[src/rtl/lgst_pkg.sv]
`timescale 1ns / 1ps
`default_nettype none

package lgst_pkg;

  // Grid geometry.
  localparam int NumRows = 64;
  localparam int NumCols = 64;
  localparam int RowW    = $clog2(NumRows);
  localparam int ColW    = $clog2(NumCols);
  localparam int SizeW   = 7;
  localparam int KindW   = 2;
  localparam int IdxW    = 2;

  // Configuration register indexes.
  localparam logic [IdxW-1:0] CfgRows = 2'd0;
  localparam logic [IdxW-1:0] CfgCols = 2'd1;

  typedef enum logic [KindW-1:0] {
    KIND_WRITE = 2'd0,
    KIND_READ  = 2'd1,
    KIND_STEP  = 2'd2,
    KIND_NONE  = 2'd3
  } kind_e;

  typedef enum logic [2:0] {
    ST_IDLE,
    ST_WRITE,
    ST_READ,
    ST_G_LAST,
    ST_G_FIRST,
    ST_G_READ,
    ST_G_CALC
  } state_e;

  // Which row address the memory read port gets.
  typedef enum logic [2:0] {
    RD_NONE,
    RD_IN_ROW,
    RD_LAST,
    RD_ZERO,
    RD_NEXT
  } rd_sel_e;

  typedef struct packed {
    logic    cap;
    rd_sel_e rd_sel;
    logic    wr_cell;
    logic    wr_gen;
    logic    ld_prev;
    logic    ld_first;
    logic    adv;
    logic    strobe;
  } ctrl_t;

  typedef struct packed {
    logic in_inside;
    logic last_row;
  } status_t;

endpackage

`default_nettype wire

[src/rtl/lgst_ctrl.sv]
`timescale 1ns / 1ps
`default_nettype none

module lgst_ctrl (
  input  wire logic                       clk_i,
  input  wire logic                       rst_ni,
  input  wire logic                       start_i,
  input  wire logic [lgst_pkg::KindW-1:0] kind_i,
  input  wire lgst_pkg::status_t          status_i,
  output lgst_pkg::ctrl_t                 ctrl_o,
  output logic                            busy_o
);
  import lgst_pkg::*;

  state_e state_q, state_d;

  // State register.
  always_ff @(posedge clk_i or negedge rst_ni) begin
    if (!rst_ni) begin
      state_q <= ST_IDLE;
    end else begin
      state_q <= state_d;
    end
  end

  // Next state and datapath commands.
  always_comb begin
    state_d = state_q;
    ctrl_o  = '0;
    ctrl_o.rd_sel = RD_NONE;
    unique case (state_q)
      ST_IDLE: begin
        if (start_i) begin
          ctrl_o.cap = 1'b1;
          unique case (kind_e'(kind_i))
            KIND_WRITE: begin
              if (status_i.in_inside) begin
                ctrl_o.rd_sel = RD_IN_ROW;
                state_d = ST_WRITE;
              end
            end
            KIND_READ: begin
              ctrl_o.rd_sel = RD_IN_ROW;
              state_d = ST_READ;
            end
            KIND_STEP: begin
              ctrl_o.rd_sel = RD_LAST;
              state_d = ST_G_LAST;
            end
            default: begin
              state_d = ST_IDLE;
            end
          endcase
        end
      end
      ST_WRITE: begin
        ctrl_o.wr_cell = 1'b1;
        state_d = ST_IDLE;
      end
      ST_READ: begin
        ctrl_o.strobe = 1'b1;
        state_d = ST_IDLE;
      end
      ST_G_LAST: begin
        ctrl_o.ld_prev = 1'b1;
        ctrl_o.rd_sel = RD_ZERO;
        state_d = ST_G_FIRST;
      end
      ST_G_FIRST: begin
        ctrl_o.ld_first = 1'b1;
        state_d = ST_G_READ;
      end
      ST_G_READ: begin
        ctrl_o.rd_sel = RD_NEXT;
        state_d = ST_G_CALC;
      end
      ST_G_CALC: begin
        ctrl_o.wr_gen = 1'b1;
        ctrl_o.adv = 1'b1;
        state_d = status_i.last_row ? ST_IDLE : ST_G_READ;
      end
      default: begin
        state_d = ST_IDLE;
      end
    endcase
  end

  assign busy_o = (state_q != ST_IDLE);

endmodule

`default_nettype wire

[config.mk]
export PLATFORM = sky130hd
export DESIGN_NAME = lgst_ctrl
export DESIGN_NICKNAME = d
export VERILOG_FILES = /design/src/rtl/lgst_pkg.sv /design/src/rtl/lgst_ctrl.sv
export SDC_FILE = /design/constraint.sdc
export NUM_CORES = 1
export LEC_CHECK = 0
export BUFFER_PORTS_ARGS = -buffer_cell sky130_fd_sc_hd__buf_4
export CORE_AREA = 8 8 45 47
export DETAILED_ROUTE_END_ITERATION = 7
export DIE_AREA = 0 0 53 55
export SLEW_MARGIN = 20
export SYNTH_ARGS = -nofsm -noshare
export SYNTH_HDL_FRONTEND = slang
export SYNTH_SLANG_ARGS = --single-unit
[constraint.sdc]
create_clock -name clk_i -period 1.6 [get_ports clk_i]
set_clock_uncertainty 0.15 [all_clocks]
set_input_delay 0.08 -clock clk_i [delete_from_list [all_inputs] [get_ports clk_i]]
set_output_delay 0.08 -clock clk_i [all_outputs]
set_load 0.01 [all_outputs]
==> results.md <==
- The flip-flop count of the largest register, all copies and words added is 3.
- The area fraction of the dominant cell type after synthesis is 20.7%.
- After layout, the worst path uses 96.0% of the clock period.
- The library cells used most frequently in the layout, excluding fill and tap cells, are 21 x sky130_fd_sc_hd__buf_4, 4 x sky130_fd_sc_hd__inv_1, 4 x sky130_fd_sc_hd__ha_1.
- Across the VDD grid, the largest voltage drop is 0.492 mV.
- The TritonCTS sink count is 3.
- The worst-case setup slack after placement is 65.8 ps.
- The design draws 0.935 mW.
- The average via count per standard cell is 4.42.
- The die is 55 um tall.
- Setup repair after global routing left no endpoint under its margin.
- TritonCTS created 3 clock buffers.
- The die covers 2920 um^2.
- The signal arrival time at the worst endpoint is 1310 ps.
- The max capacitance violation total is 0.
- The initial antenna violation count is 0.
- The dominant delay contributor by cell family on the critical path is flip-flops.
- The number of top-level pins is 18.
- Among all flip-flop cells after synthesis, the most frequent one is sky130_fd_sc_hd__dfrtp_1.
- The maximum buffer depth of the clock tree is 2.
- Among all stages on the critical path, the largest delay is contributed by sky130_fd_sc_hd__dfrtp_2.
- The area of the core is 1380 um^2.
- During synthesis, Yosys emitted a total of 0 warnings.
- Global routing finished with a remaining overflow of 0.
- The weighted congestion at the end of routability-driven global placement is 0.690.
- The final routed wire length divided by cell count is 11.2 um.
- For this run, design rule violations remaining after detail routing come to 0.
- The minimum clock period is 1540 ps.
- In the final design database the tool counted 75 nets.
- The pre-antenna-repair detailed-routing pass consisted of 4 iterations.
- The root buffer cell is sky130_fd_sc_hd__clkbuf_4.
- Synthesis produced a netlist whose cell count is 41.
- Clock latency on the worst-skew pair, taken at its later pin, is 230 ps.
- The TritonCTS clock tree is built.
- The overall routed net length is 885 um.
- The repair_antennas step left the layout with diodes totalling 0.
- The largest net degree at the start of global routing is 11.
- The number of non-filler instances in the completed layout is 79.
- Counting both buffers and inverters, the worst setup path holds a total of 3.
- The via count is 349.
- The average cell area after synthesis is 8.85 um^2.
- CTS built an H-tree with a depth of 1.
- The run finished with clean final reports.
- The post-route setup TNS is 0 ps.
- For this run, the top clock speed supported by timing is 651 MHz.
- The count of state elements after synthesis is 3.
- Across every metal layer, demand over resource in global routing totals 6.46%.
- The fraction of registers with async set/reset is 100%.
- The initial utilization of the core area, before any placement, comes to a little over a quarter.
- In this run the remaining antenna-violating nets after routing total 0.
- The number of nets in the synthesized netlist is 52.
- The number of failing hold endpoints at the final stage is 0.
- After synthesis, the cell types taking the most area are sky130_fd_sc_hd__dfrtp_1 21%, sky130_fd_sc_hd__ha_1 14%, sky130_fd_sc_hd__a21o_2 7.2%.
- Counting buffers and inverters, the worst setup path is 4 cells deep.
- The largest area contributor in the netlist is sky130_fd_sc_hd__dfrtp_1.
- In the final layout, the registers with the most flip-flops are state_q (3).
- The share of final-layout standard cells stronger than drive strength 1 is 60.3%.
- The worst setup path is launched from a flop.
- STA puts the critical path data required time at about 1400 ps.
- The synthesized design contains 0 enable-type register cells.
- The via count of the first global-routing pass is 334.
- The standby leakage power is 0.303 nW.
- The classification of the worst setup path is flop to output pin.
- After legalization and detailed placement, the total HPWL measured between 700 and 800 um.
- The most common cell after layout, fill and taps aside is sky130_fd_sc_hd__buf_4.
- The detailed router finished its first iteration with 3 violations.
- Sequential elements use between 20 and 25% of the synthesized area.
- Setup violations remaining at the end of the flow were counted as 0.
- At the pin with the least slew margin, the transition time is 269 ps.
- The number of different library cells in the post-synthesis netlist is 22.
- The critical path goes through buf_4 -> or2_2 -> inv_1 -> buf_4.
- In this run the power density over the cells is 1670 nW/um^2.
- The min-delay analysis places its worst path in the category input pin to async pin.
- Of all nets on the critical path, the largest fanout is 6.
- In the post-route analysis, the smallest setup slack over all paths is 64.2 ps.
- The chip width is 53 um.
- Relative to the synthesized area, the layout overhead comes to 54.1%.
- The total count of max-transition violations in the final report is 0.
- The register bank with the most flops is state_q.
- STA classifies the critical path endpoint as an output pin.
- The length in cells of the worst reg-to-reg path is 4.
- The netlist area before placement is 363 um^2.
- The wire length of the first global-routing pass is 1410 um.
- The number of rows in the core area is 14.
- Headroom to the max-slew limit came out at 82.1%.
- The number of I/O port buffers is 17.
- The most frequent cell on the critical path is sky130_fd_sc_hd__buf_4.
- The clock slew seen by the registers of the worst setup and hold paths is roughly 40 ps.
- The largest stage delay on the critical path is 440 ps.
- Including well taps, the total number of placed cells is 71.
==> cell families (layout without fill, tap and decap cells) <==
group,after synthesis,count (layout),synth area share [%]
buf+inv,9,31,16.5
fa+ha+maj,4,4,13.8
flops,3,3,20.7
compound gates,10,10,23.1
simple gates,15,15,25.9
==> layer usage <==
metal	GRT usage, %	vias up	wire length (um)	share of wire, %
met5	0	-	0	0
met4	2.59	0	0	0
met3	4.01	0	105	12
met2	9.18	15	398	45
met1	7.63	154	381	43
li1	-	180	-	-
==> cells in the mapped netlist, types with 2 or more instances <==
master / count
sky130_fd_sc_hd__ha_1: 4
sky130_fd_sc_hd__inv_1: 4
sky130_fd_sc_hd__a21o_2: 3
sky130_fd_sc_hd__buf_4: 3
sky130_fd_sc_hd__dfrtp_1: 3
sky130_fd_sc_hd__a21oi_1: 2
sky130_fd_sc_hd__buf_6: 2
sky130_fd_sc_hd__nand2_1: 2
sky130_fd_sc_hd__nor2_1: 2
sky130_fd_sc_hd__nor3b_1: 2
sky130_fd_sc_hd__o21ai_0: 2
sky130_fd_sc_hd__or2_2: 2
==> final timing paths <==
check	startpoint	to	slack, ps
min	rst_ni	state_q[1]$_DFFE_PN0P_	20
min reg2reg	state_q[0]$_DFFE_PN0P_	state_q[0]$_DFFE_PN0P_	410
max	state_q[1]$_DFFE_PN0P_	ctrl_o[8]	60
max reg2reg	state_q[1]$_DFFE_PN0P_	state_q[0]$_DFFE_PN0P_	70
min in group clk_i	start_i	state_q[1]$_DFFE_PN0P_	50
max in group asynchronous	rst_ni	state_q[2]$_DFFE_PN0P_	1170
==> area by class of cell <==
cell class | count | area (um^2)
inverters | 4 | 15.0
multi-input cells | 29 | 241
flip-flops and latches | 3 | 78.8
clock buffers | 4 | 26.3
well taps | 16 | 20.0
repair buffers | 23 | 178
fillers | 151 | 825
==> report_power, final <==
part	switching [mW]	total [mW]	internal [mW]	leakage, nW
clock network	0.0383	0.132	0.0934	0.0150
registers	0.0846	0.203	0.118	0.0356
logic	0.246	0.600	0.354	0.253
==> per-stage QoR <==
stage	hold slack, ps	cell area [um^2]	utilization [%]
finish	23.3	559	40.4
global placement	-279	480	34.7
global route	37.4	559	40.4
CTS	13.8	534	38.6
detailed placement	-278	480	34.7
floorplan	-366	363	-
==> repair_timing <==
action,4_1_cts,5_1_grt
hold buffers,2,0
endpoints found under the setup margin,2,3
resized for setup,3,3
cloned,0,0
endpoints found under the hold margin,4,0
pin swaps,0,1
setup buffers,0,2
No activity file was read; power rests on OpenSTA's default activity.
